### src/hdl/ste_pkg.sv
`timescale 1ns / 1ps
// ----------------------------------------------------------------------------
// Sinusoidal timestep embedding package
// Shared constants, the pair descriptor word and the constant tables.
// ----------------------------------------------------------------------------
package ste_pkg;

   // Largest number of pairs per timestep and CORDIC iteration count.
   localparam logic [6:0] HALF_MAX     = 7'd64;
   localparam logic [4:0] CORDIC_STEPS = 5'd16;

   // Fixed-point constants.
   localparam logic [19:0] LOG2_10000_Q16 = 20'd870824;
   localparam logic [29:0] LN2_Q30        = 30'd744261118;
   localparam logic [30:0] ONE_Q30        = 31'h4000_0000;
   localparam logic [51:0] TWO_PI_Q49     = 52'hC90FDAA22168C;
   localparam logic signed [34:0] PI_Q30      = 35'sd3373259426;
   localparam logic signed [34:0] TWO_PI_Q30  = 35'sd6746518852;
   localparam logic signed [34:0] HALF_PI_Q30 = 35'sd1686629713;
   localparam logic signed [33:0] CORDIC_GAIN = 34'sh026DD3B6A;
   localparam logic signed [19:0] Q15_MAX     = 20'sd32767;
   localparam logic signed [19:0] Q15_MIN     = -20'sd32767;

   // Horner terms of the fractional power of two, and top bit of the phase reduction.
   localparam logic [3:0] HORNER_TERMS = 4'd12;
   localparam logic [3:0] MOD_TOP_BIT  = 4'd8;

   // Depth of the descriptor queue between front and back.
   localparam int QUEUE_DEPTH = 4;

   // One pair of work handed from the front to the back.
   typedef struct packed {
      logic [23:0] timestep;
      logic [19:0] expo;
      logic [5:0]  pair_index;
      logic        last_pair;
   } desc_type;

   // Arctangent of 2^-k in Q30, truncated.
   function automatic logic [29:0] atan_q30(input logic [4:0] k);
      logic [29:0] v;
      case (k)
         5'd0:  v = 30'h3243F6A8;
         5'd1:  v = 30'h1DAC6705;
         5'd2:  v = 30'h0FADBAFC;
         5'd3:  v = 30'h07F56EA6;
         5'd4:  v = 30'h03FEAB76;
         5'd5:  v = 30'h01FFD55B;
         5'd6:  v = 30'h00FFFAAA;
         5'd7:  v = 30'h007FFF55;
         5'd8:  v = 30'h003FFFEA;
         5'd9:  v = 30'h001FFFFD;
         5'd10: v = 30'h000FFFFF;
         5'd11: v = 30'h0007FFFF;
         5'd12: v = 30'h0003FFFF;
         5'd13: v = 30'h0001FFFF;
         5'd14: v = 30'h0000FFFF;
         5'd15: v = 30'h00007FFF;
         5'd16: v = 30'h00003FFF;
         5'd17: v = 30'h00001FFF;
         5'd18: v = 30'h00000FFF;
         5'd19: v = 30'h000007FF;
         5'd20: v = 30'h000003FF;
         5'd21: v = 30'h000001FF;
         5'd22: v = 30'h000000FF;
         5'd23: v = 30'h0000007F;
         default: v = 30'h0;
      endcase
      return v;
   endfunction

   // Reciprocal floor(2^32 / k) for the Horner divisors; the result is
   // at most one low, which a remainder check repairs.
   function automatic logic [31:0] recip_q32(input logic [3:0] k);
      logic [31:0] v;
      case (k)
         4'd1:  v = 32'hFFFFFFFF;
         4'd2:  v = 32'h80000000;
         4'd3:  v = 32'h55555555;
         4'd4:  v = 32'h40000000;
         4'd5:  v = 32'h33333333;
         4'd6:  v = 32'h2AAAAAAA;
         4'd7:  v = 32'h24924924;
         4'd8:  v = 32'h20000000;
         4'd9:  v = 32'h1C71C71C;
         4'd10: v = 32'h19999999;
         4'd11: v = 32'h1745D174;
         4'd12: v = 32'h15555555;
         default: v = 32'h0;
      endcase
      return v;
   endfunction

   // Two pi in Q49 shifted left by b, for restoring reduction.
   function automatic logic [59:0] two_pi_shifted(input logic [3:0] b);
      logic [59:0] v;
      v = {8'd0, TWO_PI_Q49} << b;
      return v;
   endfunction

endpackage

### src/hdl/ste_fifo.sv
`timescale 1ns / 1ps
// ----------------------------------------------------------------------------
// Descriptor queue
// Short first-in first-out queue of pair descriptors between front and back.
// ----------------------------------------------------------------------------
module ste_fifo (
   input  logic              clock,
   input  logic              reset,
   input  logic              push,
   input  ste_pkg::desc_type wr_word,
   input  logic              pop,
   output ste_pkg::desc_type rd_word,
   output logic              full,
   output logic              empty
);
   import ste_pkg::*;

   localparam int PTR_W = $clog2(QUEUE_DEPTH);

   desc_type             slot_ff [QUEUE_DEPTH];
   logic [PTR_W-1:0]     wr_ptr_ff, wr_ptr_in;
   logic [PTR_W-1:0]     rd_ptr_ff, rd_ptr_in;
   logic [PTR_W:0]       count_ff, count_in;

   assign full    = (count_ff == (PTR_W+1)'(QUEUE_DEPTH));
   assign empty   = (count_ff == '0);
   assign rd_word = slot_ff[rd_ptr_ff];

   // Pointer and fill count update.
   always_comb begin
      wr_ptr_in = wr_ptr_ff;
      rd_ptr_in = rd_ptr_ff;
      count_in  = count_ff;
      if (push && !full) begin
         wr_ptr_in = wr_ptr_ff + 1'b1;
      end
      if (pop && !empty) begin
         rd_ptr_in = rd_ptr_ff + 1'b1;
      end
      if ((push && !full) && !(pop && !empty)) begin
         count_in = count_ff + 1'b1;
      end else if (!(push && !full) && (pop && !empty)) begin
         count_in = count_ff - 1'b1;
      end
   end

   always_ff @(posedge clock) begin
      if (reset) begin
         wr_ptr_ff <= '0;
         rd_ptr_ff <= '0;
         count_ff  <= '0;
      end else begin
         wr_ptr_ff <= wr_ptr_in;
         rd_ptr_ff <= rd_ptr_in;
         count_ff  <= count_in;
      end
   end

   // Storage needs no reset.
   always_ff @(posedge clock) begin
      if (push && !full) begin
         slot_ff[wr_ptr_ff] <= wr_word;
      end
   end

endmodule

### config.mk
export PLATFORM = sky130hd
export DESIGN_NAME = ste_fifo
export DESIGN_NICKNAME = d
export VERILOG_FILES = /design/src/hdl/ste_pkg.sv /design/src/hdl/ste_fifo.sv
export SDC_FILE = /design/constraint.sdc
export NUM_CORES = 1
export LEC_CHECK = 0
export BUFFER_PORTS_ARGS = -buffer_cell sky130_fd_sc_hd__buf_4
export CAP_MARGIN = 20
export CORE_MARGIN = 2
export CORE_UTILIZATION = 55
export DETAILED_ROUTE_END_ITERATION = 10
export GPL_ROUTABILITY_DRIVEN = 0
export PLACE_DENSITY = 0.77
export SLEW_MARGIN = 20
export SYNTH_ARGS = -nofsm -noshare
export SYNTH_HDL_FRONTEND = slang
export SYNTH_SLANG_ARGS = --single-unit
### constraint.sdc
create_clock -name clock -period 3.8 [get_ports clock]
set_clock_uncertainty 0.2 [all_clocks]
set_input_delay 0.95 -clock clock [delete_from_list [all_inputs] [get_ports clock]]
set_output_delay 0.95 -clock clock [all_outputs]
set_load 0.02 [all_outputs]
==> results.yml <==
outcome:
  outcome: "complete, no violations"
route:
  ant_nets: 0
  first_pass_iters: 4
  avgRoutedWirePerCell_um: 21.3
  wl_mm: 13.7
  drc: 0
  drt_iter0_markers: 359
  viasPerCell: 5.61
  vias: 3600
final_layout:
  syn2layout_area_growth_pct: 22.5
  drive_above_1_share_pct: 45.9
  finalInstanceArea_um2: 9660
  n_antenna_cell: 0
  final_cell_mix: "204 x edfxtp_1, 116 x buf_4, 51 x mux4_2"
  mostFrequentLayoutCell: "edfxtp_1"
  final_nets: 507
setup_path:
  reg2reg_slack_ns: 1.40
  worst_ep_required_time_ns: 2.65
  path_class: "register to output port"
  crit_slowest_cell: "dfxtp_4"
  cpPeakStageDelay_ns: 0.70
  cp-start-kind: "register"
  endpoint_kind: "output port"
  cp.arrival_ns: 2.20
  cpMostUsedCell: "buf_4"
  ff2ff_path_depth: 8
  crit_chain: "buf_4 -> mux4_2 -> buf_4"
  worstPathMaxFanout: 26
  r2r-end: "count_ff[2]"
  path_buf_inv: 2
  crit_family: "flip-flops"
  r2r-start: "count_ff[0]"
timing:
  fmax_mhz: 298
  setup-tns-final_ns: 0
  finalCritPeriodShare_pct: 88.2
  slew_headroom_pct: 57.4
  tightest_slew_ns: 0.640
  hold_viol_final: 0
  timing.final.crit_period_ns: 3.35
  setup_viol: 0
  slew_violations: 0
  rsz0062_at_grt: "false"
global_route:
  grt_pass1_vias: 3724
  antenna_found_initial: 0
  grt_max_degree: 32
  grt-ovfl-total: 0
  grt_first_pass_wirelength_mm: 20.6
  grt_usage_pct: 18.4
worst_hold_path:
  min_to: "wr_ptr_ff[1]"
  min_from: "wr_ptr_ff[1]"
  worstHoldPathCells: 2
  worst_hold_path_type: "register to register"
clocking:
  clkTransAtPathRegs_ns: 0.06
  postCtsSetupBuffers: 0
  clk_path_buf_depth: 3
  cts_tree: "built"
  clock-root-buffer: "clkbuf_16"
  clock-sinks: 213
  h-tree-depth: 1
  holdBufCountCts: 0
  cts_resized: 0
  numCtsBuffers: 22
  clk_latency_ns: 0.49
floorplan:
  io-pin-count: 108
  core_area_um2: 13900
  die_h_um: 124
  start_util_pct: 56.6
  die-width_um: 124
  rows: 43
  die_area_um2: 15300
yosys:
  synth_nets: 376
  ys_seq_area_share_pct: 80.0
  yosys_warnings: 0
  yosysUniqueCellTypes: 24
  netlist_area_um2: 7890
  syn_avg_cell_area_um2: 25.0
  syn_inst: 315
  synth-seq-cells: 213
run:
  drv_cap: 0
pwr:
  powerDensity_nw_per_um2: 706
  power.leakage_nw: 3.31
  peakVddDrop_uv: 452
place:
  dpl.hpwl_mm: 8.61
  place_area_um2: 8930
  port_buffers: 107
[cell type report]
cell class                 count  area [µm²]
clock buffer                  34         657
clock inverter                 6        78.8
fill                         844        4270
inverter                       4        15.0
multi-input combinational     85        1430
sequential                   213        6310
tap                          180         225
timing repair buffer         120         951
[synth_stat cells (all sizes together)]
master  instances  area, µm²
mux2i           2       20.0
ha              5       62.6
nor3            1       5.00
xor2            4       35.0
and2            4       25.0
clkbuf          1       3.75
a21oi           2       10.0
fa              1       20.0
inv             4       15.0
o31ai           1       12.5
nand2b          2       12.5
o311ai          1       8.76
o21ai           2       10.0
nor2            6       25.0
edfxtp        204       6130
or3             2       12.5
mux4           51       1150
buf            12        140
nor3b           1       12.5
dfxtp           9        180
[cell families after synthesis]
group / count (synthesis) / synth area share, %
muxes: 53 / 14.8
and+or+nand+nor: 16 / 1.17
DFF: 213 / 80.0
buffers and inverters: 17 / 2.02
adders and majority gates: 6 / 1.05
xor gates and xnor gates: 4 / 0.444
AOI/OAI and AO/OA: 6 / 0.524
[state kept, by name, indices dropped and copies added (netlist names), named ones only]
signal and flops:
rd_ptr_ff 2, slot_ff 204, count_ff 3, wr_ptr_ff 2
[worst min-delay path, stage by stage (launching register included)]
cell and delay, ns:
dfxtp_1 0.33, nand2b_1 0.08, mux2i_1 0.06
[metrics by stage]
step	instances	setup slack (ns)	power (W)	hold slack, ns	utilization [%]
floorplan	315	0.752	0.00417	0.282	-
global placement	602	0.925	0.00473	0.289	64.1
detailed placement	602	0.913	0.00478	0.319	64.1
CTS	642	0.358	0.00691	0.335	69.3
global route	642	0.297	0.00711	0.363	69.3
finish	642	0.450	0.00682	0.329	69.3
[worst max-delay path by stage]
stage,endpoint,slack [ns],cells after the start
2_1_floorplan,slot_ff[0][0],0.75,3
3_3_place_gp,rd_word[41],0.93,3
3_5_place_dp,rd_word[44],0.91,3
4_1_cts,rd_word[23],0.36,3
5_1_grt,rd_word[23],0.30,3
6_report,rd_word[23],0.45,3
[where the power goes]
group / internal (W) / total [W] / switching [W]
clock network: 0.00132 / 0.00212 / 0.000799
logic: 0.000861 / 0.00171 / 0.000848
registers: 0.00283 / 0.00299 / 0.000162
[per-layer routing]
| layer | vias to the layer above | share of wire [%] | global-route usage (%) |
|---|---|---|---|
| met5 | - | 0 | 0 |
| met4 | 0 | 1.8 | 4.97 |
| met3 | 18 | 6.4 | 4.17 |
| met2 | 116 | 52 | 30.0 |
| met1 | 1876 | 40 | 25.5 |
| li1 | 1590 | - | - |
Power figures use the tool's default switching activity.
