<file path="src/hdl/ste_pkg.sv">
`timescale 1ns / 1ps
// ----------------------------------------------------------------------------
// Sinusoidal timestep embedding package
// Shared constants, the pair descriptor word and the constant tables.
// ----------------------------------------------------------------------------
package ste_pkg;

   // Largest number of pairs per timestep and CORDIC iteration count.
   localparam logic [6:0] HALF_MAX     = 7'd64;
   localparam logic [4:0] CORDIC_STEPS = 5'd16;

   // Fixed-point constants.
   localparam logic [19:0] LOG2_10000_Q16 = 20'd870824;
   localparam logic [29:0] LN2_Q30        = 30'd744261118;
   localparam logic [30:0] ONE_Q30        = 31'h4000_0000;
   localparam logic [51:0] TWO_PI_Q49     = 52'hC90FDAA22168C;
   localparam logic signed [34:0] PI_Q30      = 35'sd3373259426;
   localparam logic signed [34:0] TWO_PI_Q30  = 35'sd6746518852;
   localparam logic signed [34:0] HALF_PI_Q30 = 35'sd1686629713;
   localparam logic signed [33:0] CORDIC_GAIN = 34'sh026DD3B6A;
   localparam logic signed [19:0] Q15_MAX     = 20'sd32767;
   localparam logic signed [19:0] Q15_MIN     = -20'sd32767;

   // Horner terms of the fractional power of two, and top bit of the phase reduction.
   localparam logic [3:0] HORNER_TERMS = 4'd12;
   localparam logic [3:0] MOD_TOP_BIT  = 4'd8;

   // Depth of the descriptor queue between front and back.
   localparam int QUEUE_DEPTH = 4;

   // One pair of work handed from the front to the back.
   typedef struct packed {
      logic [23:0] timestep;
      logic [19:0] expo;
      logic [5:0]  pair_index;
      logic        last_pair;
   } desc_type;

   // Arctangent of 2^-k in Q30, truncated.
   function automatic logic [29:0] atan_q30(input logic [4:0] k);
      logic [29:0] v;
      case (k)
         5'd0:  v = 30'h3243F6A8;
         5'd1:  v = 30'h1DAC6705;
         5'd2:  v = 30'h0FADBAFC;
         5'd3:  v = 30'h07F56EA6;
         5'd4:  v = 30'h03FEAB76;
         5'd5:  v = 30'h01FFD55B;
         5'd6:  v = 30'h00FFFAAA;
         5'd7:  v = 30'h007FFF55;
         5'd8:  v = 30'h003FFFEA;
         5'd9:  v = 30'h001FFFFD;
         5'd10: v = 30'h000FFFFF;
         5'd11: v = 30'h0007FFFF;
         5'd12: v = 30'h0003FFFF;
         5'd13: v = 30'h0001FFFF;
         5'd14: v = 30'h0000FFFF;
         5'd15: v = 30'h00007FFF;
         5'd16: v = 30'h00003FFF;
         5'd17: v = 30'h00001FFF;
         5'd18: v = 30'h00000FFF;
         5'd19: v = 30'h000007FF;
         5'd20: v = 30'h000003FF;
         5'd21: v = 30'h000001FF;
         5'd22: v = 30'h000000FF;
         5'd23: v = 30'h0000007F;
         default: v = 30'h0;
      endcase
      return v;
   endfunction

   // Reciprocal floor(2^32 / k) for the Horner divisors; the result is
   // at most one low, which a remainder check repairs.
   function automatic logic [31:0] recip_q32(input logic [3:0] k);
      logic [31:0] v;
      case (k)
         4'd1:  v = 32'hFFFFFFFF;
         4'd2:  v = 32'h80000000;
         4'd3:  v = 32'h55555555;
         4'd4:  v = 32'h40000000;
         4'd5:  v = 32'h33333333;
         4'd6:  v = 32'h2AAAAAAA;
         4'd7:  v = 32'h24924924;
         4'd8:  v = 32'h20000000;
         4'd9:  v = 32'h1C71C71C;
         4'd10: v = 32'h19999999;
         4'd11: v = 32'h1745D174;
         4'd12: v = 32'h15555555;
         default: v = 32'h0;
      endcase
      return v;
   endfunction

   // Two pi in Q49 shifted left by b, for restoring reduction.
   function automatic logic [59:0] two_pi_shifted(input logic [3:0] b);
      logic [59:0] v;
      v = {8'd0, TWO_PI_Q49} << b;
      return v;
   endfunction

endpackage

</file>
<file path="src/hdl/ste_front.sv">
`timescale 1ns / 1ps
// ----------------------------------------------------------------------------
// Embedding front end
// Holds the half-width register, takes timesteps, divides the log2 constant
// by the half width once per run and emits one descriptor per pair.
// ----------------------------------------------------------------------------
module ste_front (
   input  logic              clock,
   input  logic              reset,
   input  logic              start,
   output logic              busy,
   input  logic [23:0]       req_timestep,
   input  logic              csr_valid,
   output logic              csr_ready,
   input  logic [6:0]        csr_embedding_half,
   output logic              push,
   output ste_pkg::desc_type push_word,
   input  logic              full
);
   import ste_pkg::*;

   typedef enum logic [2:0] {
      F_IDLE = 3'b001,
      F_DIV  = 3'b010,
      F_GEN  = 3'b100
   } front_state_type;

   front_state_type state_ff, state_in;
   logic [6:0]  half_reg_ff;
   logic [6:0]  half_eff;
   logic [6:0]  half_ff;
   logic [23:0] time_ff;
   logic [4:0]  bit_ff, bit_in;
   logic [6:0]  rem_ff, rem_in;
   logic [19:0] quot_ff, quot_in;
   logic [19:0] expo_ff, expo_in;
   logic [6:0]  frac_ff, frac_in;
   logic [5:0]  idx_ff, idx_in;
   logic [7:0]  trial;
   logic        trial_ge;
   logic [7:0]  frac_sum;
   logic        frac_carry;
   logic        is_last;

   assign csr_ready = 1'b1;
   assign busy      = (state_ff != F_IDLE);
   assign half_eff  = (half_reg_ff > HALF_MAX) ? HALF_MAX : half_reg_ff;

   // Restoring division step: one quotient bit per cycle.
   assign trial    = {rem_ff, LOG2_10000_Q16[bit_ff]};
   assign trial_ge = (trial >= {1'b0, half_ff});

   // Running remainder of the per-index step.
   assign frac_sum   = {1'b0, frac_ff} + {1'b0, rem_ff};
   assign frac_carry = (frac_sum >= {1'b0, half_ff});
   assign is_last    = ({1'b0, idx_ff} == (half_ff - 7'd1));

   assign push = (state_ff == F_GEN) && !full;
   always_comb begin
      push_word.timestep   = time_ff;
      push_word.expo       = expo_ff;
      push_word.pair_index = idx_ff;
      push_word.last_pair  = is_last;
   end

   // Sequencing of the division and the descriptor stream.
   always_comb begin
      state_in = state_ff;
      bit_in   = bit_ff;
      rem_in   = rem_ff;
      quot_in  = quot_ff;
      expo_in  = expo_ff;
      frac_in  = frac_ff;
      idx_in   = idx_ff;
      unique case (state_ff)
         F_IDLE: begin
            if (start && (half_eff != 7'd0)) begin
               state_in = F_DIV;
               bit_in   = 5'd19;
               rem_in   = '0;
               quot_in  = '0;
            end
         end
         F_DIV: begin
            rem_in  = trial_ge ? 7'(trial - {1'b0, half_ff}) : trial[6:0];
            quot_in = {quot_ff[18:0], trial_ge};
            bit_in  = bit_ff - 5'd1;
            if (bit_ff == 5'd0) begin
               state_in = F_GEN;
               expo_in  = '0;
               frac_in  = '0;
               idx_in   = '0;
            end
         end
         F_GEN: begin
            if (!full) begin
               idx_in  = idx_ff + 6'd1;
               expo_in = expo_ff + quot_ff + {19'd0, frac_carry};
               frac_in = frac_carry ? 7'(frac_sum - {1'b0, half_ff}) : frac_sum[6:0];
               if (is_last) begin
                  state_in = F_IDLE;
               end
            end
         end
         default: state_in = F_IDLE;
      endcase
   end

   always_ff @(posedge clock) begin
      if (reset) begin
         state_ff    <= F_IDLE;
         half_reg_ff <= 7'd64;
      end else begin
         state_ff <= state_in;
         if (csr_valid && csr_ready) begin
            half_reg_ff <= csr_embedding_half;
         end
      end
   end

   // Working registers of the run.
   always_ff @(posedge clock) begin
      bit_ff  <= bit_in;
      rem_ff  <= rem_in;
      quot_ff <= quot_in;
      expo_ff <= expo_in;
      frac_ff <= frac_in;
      idx_ff  <= idx_in;
      if ((state_ff == F_IDLE) && start) begin
         half_ff <= half_eff;
         time_ff <= req_timestep;
      end
   end

endmodule

</file>
<file path="config.mk">
export PLATFORM = sky130hd
export DESIGN_NAME = ste_front
export DESIGN_NICKNAME = d
export VERILOG_FILES = /design/src/hdl/ste_pkg.sv /design/src/hdl/ste_front.sv
export SDC_FILE = /design/constraint.sdc
export NUM_CORES = 1
export LEC_CHECK = 0
export BUFFER_PORTS_ARGS = -buffer_cell sky130_fd_sc_hd__clkbuf_2
export CAP_MARGIN = 15
export CORE_MARGIN = 3
export CORE_UTILIZATION = 35
export CTS_CLUSTER_DIAMETER = 50
export DETAILED_ROUTE_END_ITERATION = 12
export PLACE_DENSITY = 0.66
export SYNTH_ARGS = -nofsm -noshare
export SYNTH_HDL_FRONTEND = slang
export SYNTH_SLANG_ARGS = --single-unit
export TNS_END_PERCENT = 30
</file>
<file path="constraint.sdc">
create_clock -name clock -period 4.6 [get_ports clock]
set_clock_uncertainty 0.15 [all_clocks]
set_input_delay 0 -clock clock [delete_from_list [all_inputs] [get_ports clock]]
set_output_delay 0 -clock clock [all_outputs]
set_load 0.1 [all_outputs]
</file>
==> impl_metrics.csv, run 1 <==
group,metric,value,unit
status,status,"finished, final reports clean",
detailed_routing,vias_per_cell,5.191,
power,swShare,0.3321,
critical_path,critPathKind,"reg2reg",
power,vdd_drop_max,0.1771,mV
timing,tightest_slew,1.083,ns
synthesis,synth.top_cell.area_share,0.4609,
critical_path,required,4.68,ns
critical_path,cp-end-kind,"flop",
detailed_routing,drtIter0Drc,298,
synthesis,yosys_warnings,0,
cts,cts_buffers,9,
power,clkPwrFrac,0.301,
timing,grt_setup_unrepaired,"true",
floorplan,num_rows,48,
synthesis,netlist_top_cells_area,"edfxtp_1 46%, ha_1 9.2%, dfxtp_1 3.5%",
place,port_buffers,88,
timing,max_freq,0.2213,GHz
floorplan,fp.dieW,139.7,µm
cts,clock_latency,0.35,ns
timing,setup_viol,0,
detailed_routing,wl_per_cell,16.01,µm
floorplan,die_height,139.7,µm
run,drv_cap,0,
detailed_routing,drt_first_pass_iters,4,
place,dp_hpwl,10.23,mm
floorplan,ioPinCount,90,
cts,cts_tree,"yes",
power,power_switching,0.9217,mW
global_route,grt_first_pass_wirelength,25.31,mm
floorplan,coreArea,0.01742,mm²
cts,clk_pin_slew,0.08,ns
synthesis,synth_most_common_cell,"edfxtp_1",
cts,clockBufferDepth,2,
timing,drv_slew,0,
global_route,grt_overflow,0,
place,dp_cells,886,
cells_and_area,areaGrowthSynthToFinish,28.87,%
detailed_routing,drtAntennaViolNets,0,
synthesis,synth_area_per_cell,10.97,µm²
synthesis,netlist-cell-type-count,57,
cells_and_area,final_cells,956,
global_route,grt_max_degree,37,
critical_path,critPathBufInv,1,
floorplan,initial_core_util,0.3591,
synthesis,synth_common_cells,"96 x edfxtp_1, 52 x nor2_1, 46 x ha_1",
synthesis,synth-edff-count,96,
critical_path,cp_top_family,"adder cells",
global_route,grt_pass1_vias,5000,
floorplan,die-area,0.01951,mm²
cells_and_area,drive_above_1_share,0.2339,
critical_path,crit_top_cell,"fa_2",
synthesis,syn_nets,657,
detailed_routing,wl,15.31,mm
power,power_frac_seq,0.418,
timing,layout_worst_path_cycle_share,0.9822,
power,internal_power,1.854,mW
detailed_routing,vias,4963,
detailed_routing,drc_errors,0,
global_route,track_usage,0.1590,
cts,clock_sinks,107,
place,routabilityCongestion,0.8719,
synthesis,yosysSeqAreaShare,0.4961,
timing,period_minus_slack,4.518,ns
critical_path,path_max_fanout,3,
synthesis,synth-seq-cells,107,
timing,slew_headroom,0.2765,
cells_and_area,diodes,0,
timing,finalHoldViolCount,0,
synthesis,synthFlopType,"edfxtp_1",
cells_and_area,num-nets-final,813,
power,power.density,344.3,mW/mm²
synthesis,async_reset_ff_frac,0,
critical_path,cpMaxStageDelayCell,"or4_1",
critical_path,cpPeakStageDelay,0.46,ns
global_route,antenna_found_initial,0,
hold_path,min_path_type,"in2reg",
power,p_leak,3.274,nW
timing,tns,0,ns
power,combPwrFrac,0.281,
synthesis,syn_inst,570,
critical_path,crit_chain,"ha_2, fa_2, buf_4, xor2_2, ha_1, a21o_1, a21oi_2, a31o_2, a21oi_2, nor2_2, fa_2, fa_2, nor2b_2, o31a_1, o31ai_4, o211a_4, or4_1, nand2_1",
critical_path,crit_arrival,4.59,ns
cts,root_buffer,"clkbuf_16",
synthesis,synth_top_area_cell,"edfxtp_1",
synthesis,netlist_area,0.006255,mm²
cts,cts_max_level,3,
critical_path,start_kind,"flop",
-- power by group through the flow --
stage | Combinational [mW] | Sequential [mW] | Clock, mW
CTS | 0.726 | 1.16 | 0.849
global route | 0.850 | 1.17 | 0.890
global placement | 0.675 | 1.18 | 0
detailed placement | 0.680 | 1.18 | 0
floorplan | 0.377 | 1.32 | 0
finish | 0.779 | 1.16 | 0.836
-- kinds of logic (layout without fill, tap and decap cells) --
kind of cell             Yosys count  after routing  share of synthesized area
other                              1              1                  0.0005995
AND/OR/NAND/NOR                  180            180                     0.1494
multiplexers                      12             12                    0.01920
XOR/XNOR                          31             31                    0.04341
AO/OA/AOI/OAI                    139            139                     0.1518
adder cells (fa/ha/maj)           51             51                     0.1080
buffers and inverters             49            210                    0.03140
flip-flops                       107            107                     0.4961
-- layout by cell type, fill, tap and decap left out, drive strengths merged, types with 3 or more instances in the layout --
cell and n:
clkbuf 97, edfxtp 96, nor2 52, dlygate4sd3 47, ha 46, o21ai 34, inv 33, buf 30
a21oi 27, nand2 26, and2 20, xnor2 19, nand3 17, nor3 13, mux2i 12, xor2 12
nand4 11, o21a 11, dfxtp 11, nor2b 10, o31ai 10, a21o 9, a211oi 7, and2b 6
and3 6, a31oi 5, o211ai 5, nor3b 5, fa 5, a211o 4, o31a 4, nand2b 4
a221oi 3, or3 3, a41oi 3
-- flip-flops by register name, summed over array words and instances, names as in the netlist, 3 cells and up --
name         flops
idx_ff           6
time_ff         24
expo_ff         20
half_ff          7
rem_ff           7
state_ff         3
half_reg_ff      7
quot_ff         20
bit_ff           5
frac_ff          7
-- worst paths after layout --
| check | startpoint | endpoint | slack, ns | cells after the start |
|---|---|---|---|---|
| worst max-delay path | rem_ff[0]$_SDFFCE_PP0P_ | expo_ff[16]$_SDFFCE_PP0P_ | 0.08 | 18 |
| worst min-delay path | req_timestep[11] | time_ff[11]$_DFFE_PP_ | 0.20 | 2 |
| worst max register to register | rem_ff[0]$_SDFFCE_PP0P_ | expo_ff[16]$_SDFFCE_PP0P_ | 0.08 | 18 |
| worst min register to register | quot_ff[11]$_SDFFCE_PP0P_ | quot_ff[12]$_SDFFCE_PP0P_ | 0.41 | 1 |
-- routing by layer --
layer / GRT usage / part of all wire / vias to the layer above
li1: - / - / 2435
met1: 0.2173 / 0.46 / 2406
met2: 0.2555 / 0.49 / 101
met3: 0.02818 / 0.036 / 21
met4: 0.05456 / 0.016 / 0
met5: 0 / 0 / -
-- worst reg2reg max path, stage by stage (launching register included) --
cell,delay [ns]
edfxtp_1,0.40
ha_2,0.21
fa_2,0.34
buf_4,0.15
xor2_2,0.18
ha_1,0.32
a21o_1,0.14
a21oi_2,0.06
a31o_2,0.22
a21oi_2,0.18
nor2_2,0.07
fa_2,0.37
fa_2,0.35
nor2b_2,0.14
o31a_1,0.23
o31ai_4,0.09
o211a_4,0.27
or4_1,0.46
nand2_1,0.07
-- repair_timing --
action | in CTS | in global routing
gates resized for setup | 4 | 24
hold endpoints to repair | 34 | 0
hold buffers | 47 | 0
pin swaps | 0 | 8
setup buffers | 1 | 6
endpoints found under the setup margin | 3 | 12
-- cell type report --
| cell class | instances | area, µm² |
|---|---|---|
| inverters | 29 | 108.9 |
| clock inverters | 7 | 95.09 |
| clock buffers | 9 | 225.2 |
| flip-flops and latches | 107 | 3103 |
| repair buffers | 165 | 1136 |
| well taps | 225 | 281.5 |
| fillers | 1595 | 9356 |
| multi-input cells | 414 | 3110 |
-- per-stage QoR --
stage | total power [mW] | utilization | hold slack, ns | area, µm² | setup slack [ns]
global route | 2.909 | 0.4628 | 0.2082 | 8060 | -0.1014
floorplan | 1.692 | - | -0.05113 | 6262 | 0.02123
finish | 2.775 | 0.4628 | 0.2047 | 8060 | 0.08186
CTS | 2.737 | 0.4534 | 0.1872 | 7896 | -0.03273
detailed placement | 1.862 | 0.4066 | 0.02864 | 7082 | -0.1249
global placement | 1.857 | 0.4066 | 0.02620 | 7082 | -0.03958
(Power assumes the default switching activity.)
==> run 2, diff against run 1 <==
Settings changed: MAX_ROUTING_LAYER set to met4, PLACE_DENSITY 0.66 to 0.57.
==> run 2 against run 1 <==
Sequential power is essentially flat. Global-route usage grew 0.15 points. Largest power group unchanged. Largest cell class is now registers. Cell area shrank 1.1%. Critical path depth is the same. Power shrank 3.0%. Non-clock buffer count shrank 6. Die area is the same.
==> impl_metrics.csv, run 2 (synthesis gave the netlist of run 1 again) <==
group,metric,value,unit
timing,finalHoldViolCount,0,
cells_and_area,multiInputGateArea,0.003087,mm²
run,drv_cap,0,
global_route,grt_overflow,0,
floorplan,coreArea,0.01742,mm²
cts,clk_pin_slew,0.08,ns
floorplan,initial_core_util,0.3591,
status,status,"finished, final reports clean",
detailed_routing,wl,15.42,mm
floorplan,ioPinCount,90,
critical_path,path_max_fanout,3,
critical_path,critPathKind,"reg2reg",
place,dp_cells,884,
global_route,track_usage,0.1605,
place,port_buffers,88,
cells_and_area,stdcell_area,0.007974,mm²
critical_path,crit_top_cell,"fa_2",
critical_path,rr_endpoint,"expo_ff[16]$_SDFFCE_PP0P_",
critical_path,start_kind,"flop",
critical_path,timing.rr.start,"frac_ff[1]$_SDFFCE_PP0P_",
cells_and_area,drive_above_1_share,0.2234,
global_route,antenna_found_initial,0,
hold_path,worstHoldStart,"req_timestep[3]",
cts,root_buffer,"clkbuf_16",
cts,clock_latency,0.36,ns
critical_path,ff2ff_setup_slack,0.13,ns
critical_path,crit_path_start,"frac_ff[1]$_SDFFCE_PP0P_",
global_route,grt_first_pass_wirelength,24.74,mm
floorplan,fp.dieW,139.7,µm
cells_and_area,final_cells,950,
detailed_routing,vias_per_cell,5.237,
place,post-place-ws,-0.1240,ns
critical_path,required,4.67,ns
timing,setup_slack,0.1327,ns
timing,fin_hold_ws,0.1983,ns
global_route,grt_pass1_vias,4866,
critical_path,crit_chain,"buf_6, fa_2, a21o_1, a21oi_4, xnor2_2, ha_4, o21ai_0, a31o_2, a21oi_2, nor2_2, fa_2, fa_2, nor2b_2, o31a_1, o31ai_2, o211a_1, or4_1, nand2_1",
cells_and_area,largest_reg_flops,24,
place,postPlaceCellArea,0.007067,mm²
power,p_leak,3.237,nW
cells_and_area,num-nets-final,807,
timing,tns,0,ns
cts,cts_tree,"yes",
detailed_routing,wl_per_cell,16.23,µm
timing,period_minus_slack,4.467,ns
cts,clockBufferDepth,2,
power,power,2.693,mW
cells_and_area,areaGrowthSynthToFinish,27.49,%
cells_and_area,regArea,0.003103,mm²
timing,drv_slew,0,
power,power.density,337.8,mW/mm²
cts,cts_buffers,9,
critical_path,cp-end-kind,"flop",
detailed_routing,drtIter0Drc,405,
place,routabilityCongestion,0.8900,
cells_and_area,diodes,0,
critical_path,rr_worst_depth,18,
cells_and_area,top_register,"time_ff",
floorplan,die_height,139.7,µm
cells_and_area,top_regs,"time_ff: 24 flops, expo_ff: 20 flops, quot_ff: 20 flops",
hold_path,min_path_type,"in2reg",
cells_and_area,mostFrequentLayoutCells,"96 x edfxtp_1, 88 x clkbuf_2, 50 x nor2_1",
cells_and_area,final_core_util,0.4578,
critical_path,cp_top_family,"compound AO/OA/AOI/OAI gates",
detailed_routing,drtAntennaViolNets,0,
timing,slew_headroom,0.5149,
critical_path,cpPeakStageDelay,0.47,ns
floorplan,die-area,0.01951,mm²
floorplan,num_rows,48,
global_route,grt_max_degree,37,
critical_path,cpMaxStageDelayCell,"edfxtp_1",
timing,layout_worst_path_cycle_share,0.9711,
timing,grt_setup_unrepaired,"true",
power,vdd_drop_max,0.1908,mV
cts,clock_sinks,107,
critical_path,crit_arrival,4.54,ns
detailed_routing,drc_errors,0,
timing,setup_viol,0,
place,dp_hpwl,10.94,mm
timing,tightest_slew,0.7277,ns
hold_path,min_to,"time_ff[3]$_DFFE_PP_",
critical_path,critPathBufInv,1,
detailed_routing,vias,4975,
cells_and_area,final_common_cell,"edfxtp_1",
hold_path,whs_path_depth,2,
cts,cts_max_level,3,
detailed_routing,drt_first_pass_iters,5,
cells_and_area,n_fill_cell,1596,
timing,max_freq,0.2239,GHz
-- run 2: worst max-delay path by stage --
| stage | to | slack [ns] | depth (start not counted) |
|---|---|---|---|
| final | expo_ff[16]$_SDFFCE_PP0P_ | 0.13 | 18 |
| after global routing | expo_ff[16]$_SDFFCE_PP0P_ | -0.02 | 18 |
| after CTS | expo_ff[16]$_SDFFCE_PP0P_ | 0.006 | 18 |
| after detailed placement | expo_ff[16]$_SDFFCE_PP0P_ | -0.12 | 18 |
| after global placement | expo_ff[16]$_SDFFCE_PP0P_ | -0.03 | 18 |
| after floorplan | expo_ff[16]$_SDFFCE_PP0P_ | 0.02 | 18 |
-- run 2: cell type report --
class / instances / share of cell area
well taps: 225 / 0.03531
inverters: 29 / 0.01365
multi-input cells: 414 / 0.3871
flip-flops and latches: 107 / 0.3891
clock inverters: 7 / 0.008003
clock buffers: 9 / 0.02824
repair buffers: 159 / 0.1386
-- run 2: layer usage --
metal  up-vias  global-route usage  share of wire
li1       2423                   -              -
met1      2446              0.2109           0.47
met2        87              0.2502           0.48
met3        19             0.02302          0.034
met4         0             0.06578          0.019
met5         -                   -              0
-- run 2: timing repair --
item,CTS,global route
gates resized for setup,4,20
hold buffers,46,0
pin swaps,4,4
endpoints found under the setup margin,4,10
endpoints found under the hold margin,34,0
setup buffers,0,3
-- run 2: power breakdown --
| part | total [mW] | leakage [nW] | switching, mW | internal [mW] |
|---|---|---|---|---|
| Clock | 0.774 | 0.144 | 0.390 | 0.384 |
| Sequential | 1.16 | 1.00 | 0.0390 | 1.12 |
| Combinational | 0.758 | 2.09 | 0.480 | 0.278 |
| Total | 2.69 | 3.24 | 0.909 | 1.78 |
==> run 3, diff against run 2 <==
Settings changed: CORE_UTILIZATION 35 to 55, PLACE_DENSITY 0.57 to 0.79.
Clock period 4.6 ns to 5.75 ns, I/O delays scaled along.
==> run 3 against run 2 <==
Register-to-register slack improved by 0.35 ns. Power fell by 20%. Cell area fell by 4.9%. Flip-flop and latch count did not move. Maximum frequency fell by 15%. Global-route usage rose by 11 points. Hold slack got worse by 0.0052 ns. Final cell count fell by 11%. Setup slack improved by 0.35 ns. Sequential share of layout area rose by 2.0 points. Wire length rose by 4.3%.
==> impl_metrics.csv, run 3 (synthesis gave the netlist of run 1 again) <==
group,metric,value,unit
cells_and_area,multiInputGateArea,0.002963,mm²
critical_path,start_kind,"flop",
timing,grt_setup_unrepaired,"false",
cells_and_area,num-nets-final,785,
cts,clk_pin_slew,0.09,ns
cells_and_area,drive_above_1_share,0.1693,
detailed_routing,drt_first_pass_iters,5,
floorplan,coreArea,0.01098,mm²
timing,drv_slew,0,
cts,cts_max_level,3,
timing,slew_headroom,0.3485,
timing,layout_worst_path_cycle_share,0.9156,
place,port_buffers,88,
cells_and_area,top_register,"time_ff",
global_route,grt_first_pass_wirelength,26.81,mm
timing,max_freq,0.1900,GHz
global_route,grt_pass1_vias,5261,
detailed_routing,drtIter0Drc,416,
detailed_routing,vias_per_cell,6.037,
detailed_routing,drc_errors,0,
timing,tightest_slew,0.9738,ns
cts,root_buffer,"clkbuf_16",
detailed_routing,vias,5089,
run,drv_cap,0,
timing,setup_viol,0,
hold_path,min_path_type,"in2reg",
cells_and_area,regArea,0.003103,mm²
place,routabilityCongestion,0.9126,
cts,cts_tree,"yes",
cts,post_cts_resized,0,
timing,finalHoldViolCount,0,
floorplan,initial_core_util,0.5695,
floorplan,num_rows,38,
cts,clock_sinks,107,
detailed_routing,drtAntennaViolNets,0,
cts,cts_buffers,9,
global_route,grt_max_degree,41,
detailed_routing,wl,16.09,mm
global_route,antenna_found_initial,0,
floorplan,die_height,112.6,µm
floorplan,die-area,0.01269,mm²
cts,clock_latency,0.37,ns
timing,period_minus_slack,5.265,ns
cells_and_area,diodes,0,
critical_path,crit_arrival,5.35,ns
cells_and_area,mostFrequentLayoutCells,"96 x edfxtp_1, 88 x clkbuf_2, 51 x nor2_1",
power,vdd_drop_max,0.3124,mV
cells_and_area,largest_reg_flops,24,
power,power.density,282.6,mW/mm²
cts,postCtsSetupBuffers,0,
cells_and_area,top_regs,"time_ff: 24 flops, expo_ff: 20 flops, quot_ff: 20 flops",
status,status,"finished, final reports clean",
critical_path,required,5.83,ns
power,p_leak,3.117,nW
timing,tns,0,ns
critical_path,critPathKind,"reg2reg",
place,dp_hpwl,10.25,mm
cts,clockBufferDepth,2,
cells_and_area,final_core_util,0.6904,
global_route,grt_overflow,0,
critical_path,path_max_fanout,7,
global_route,track_usage,0.2739,
cells_and_area,final_common_cell,"edfxtp_1",
critical_path,cp-end-kind,"flop",
cells_and_area,areaGrowthSynthToFinish,21.22,%
cells_and_area,n_fill_cell,769,
floorplan,ioPinCount,90,
detailed_routing,wl_per_cell,19.08,µm
floorplan,fp.dieW,112.6,µm
[run 3: worst paths after layout]
check / startpoint / endpoint / slack [ns] / cells past startpoint
setup reg to reg: rem_ff[1]$_SDFFCE_PP0P_ / expo_ff[16]$_SDFFCE_PP0P_ / 0.49 / 18
hold / removal: req_timestep[19] / time_ff[19]$_DFFE_PP_ / 0.19 / 2
hold reg to reg: quot_ff[10]$_SDFFCE_PP0P_ / quot_ff[11]$_SDFFCE_PP0P_ / 0.41 / 1
setup / recovery: rem_ff[1]$_SDFFCE_PP0P_ / expo_ff[16]$_SDFFCE_PP0P_ / 0.49 / 18
[run 3: power by group]
group          switching (mW)  internal, mW  total (mW)  leakage [nW]
Combinational           0.376         0.183       0.559          1.96
Sequential             0.0323         0.899       0.932          1.00
Clock                   0.336         0.317       0.652         0.152
Total                   0.744          1.40        2.14          3.12
[run 3: what timing repair did]
action	4_1_cts	5_1_grt
endpoints found under the hold margin	34	0
setup endpoints to repair	0	0
hold buffers	46	0
[run 3: critical path: stages (launching register included)]
cell	delay (ns)
edfxtp_1	0.47
ha_1	0.35
a211oi_1	0.24
o21bai_1	0.10
a21oi_1	0.27
xnor2_1	0.14
ha_1	0.41
o21ai_0	0.13
a31o_2	0.24
a21oi_1	0.18
nor2_1	0.17
fa_1	0.44
fa_1	0.39
nor2b_1	0.23
o31a_1	0.24
o31ai_1	0.13
o211a_1	0.28
or4_1	0.47
nand2_1	0.10
[run 3: through the flow]
stage               instance area [µm²]  hold WS, ns  instances  worst slack (ns)  total power, mW
detailed placement                 6813      0.02889        781            0.6323            1.463
CTS                                7582       0.1860        843            0.5611            2.126
global route                       7582       0.1921        843           0.06586            2.234
floorplan                          6255     -0.05113        570             1.127            1.353
finish                             7582       0.1931        843            0.4855            2.143
global placement                   6813      0.02719        781            0.8613            1.444
[run 3: area by class of cell]
type / instances / area share
clock buffers: 9 / 0.02970
clock inverters: 7 / 0.01106
inverters: 29 / 0.01436
multi-input cells: 414 / 0.3908
flip-flops and latches: 107 / 0.4092
well taps: 140 / 0.02310
repair buffers: 137 / 0.1218
[run 3: per-layer routing]
layer  GRT usage  vias to the layer above  wire (µm)
li1            -                     2378          -
met3     0.04474                       58        845
met4      0.1370                        0        668
met1      0.3305                     2440       6515
met2      0.4459                      213       8059
met5           -                        -          0
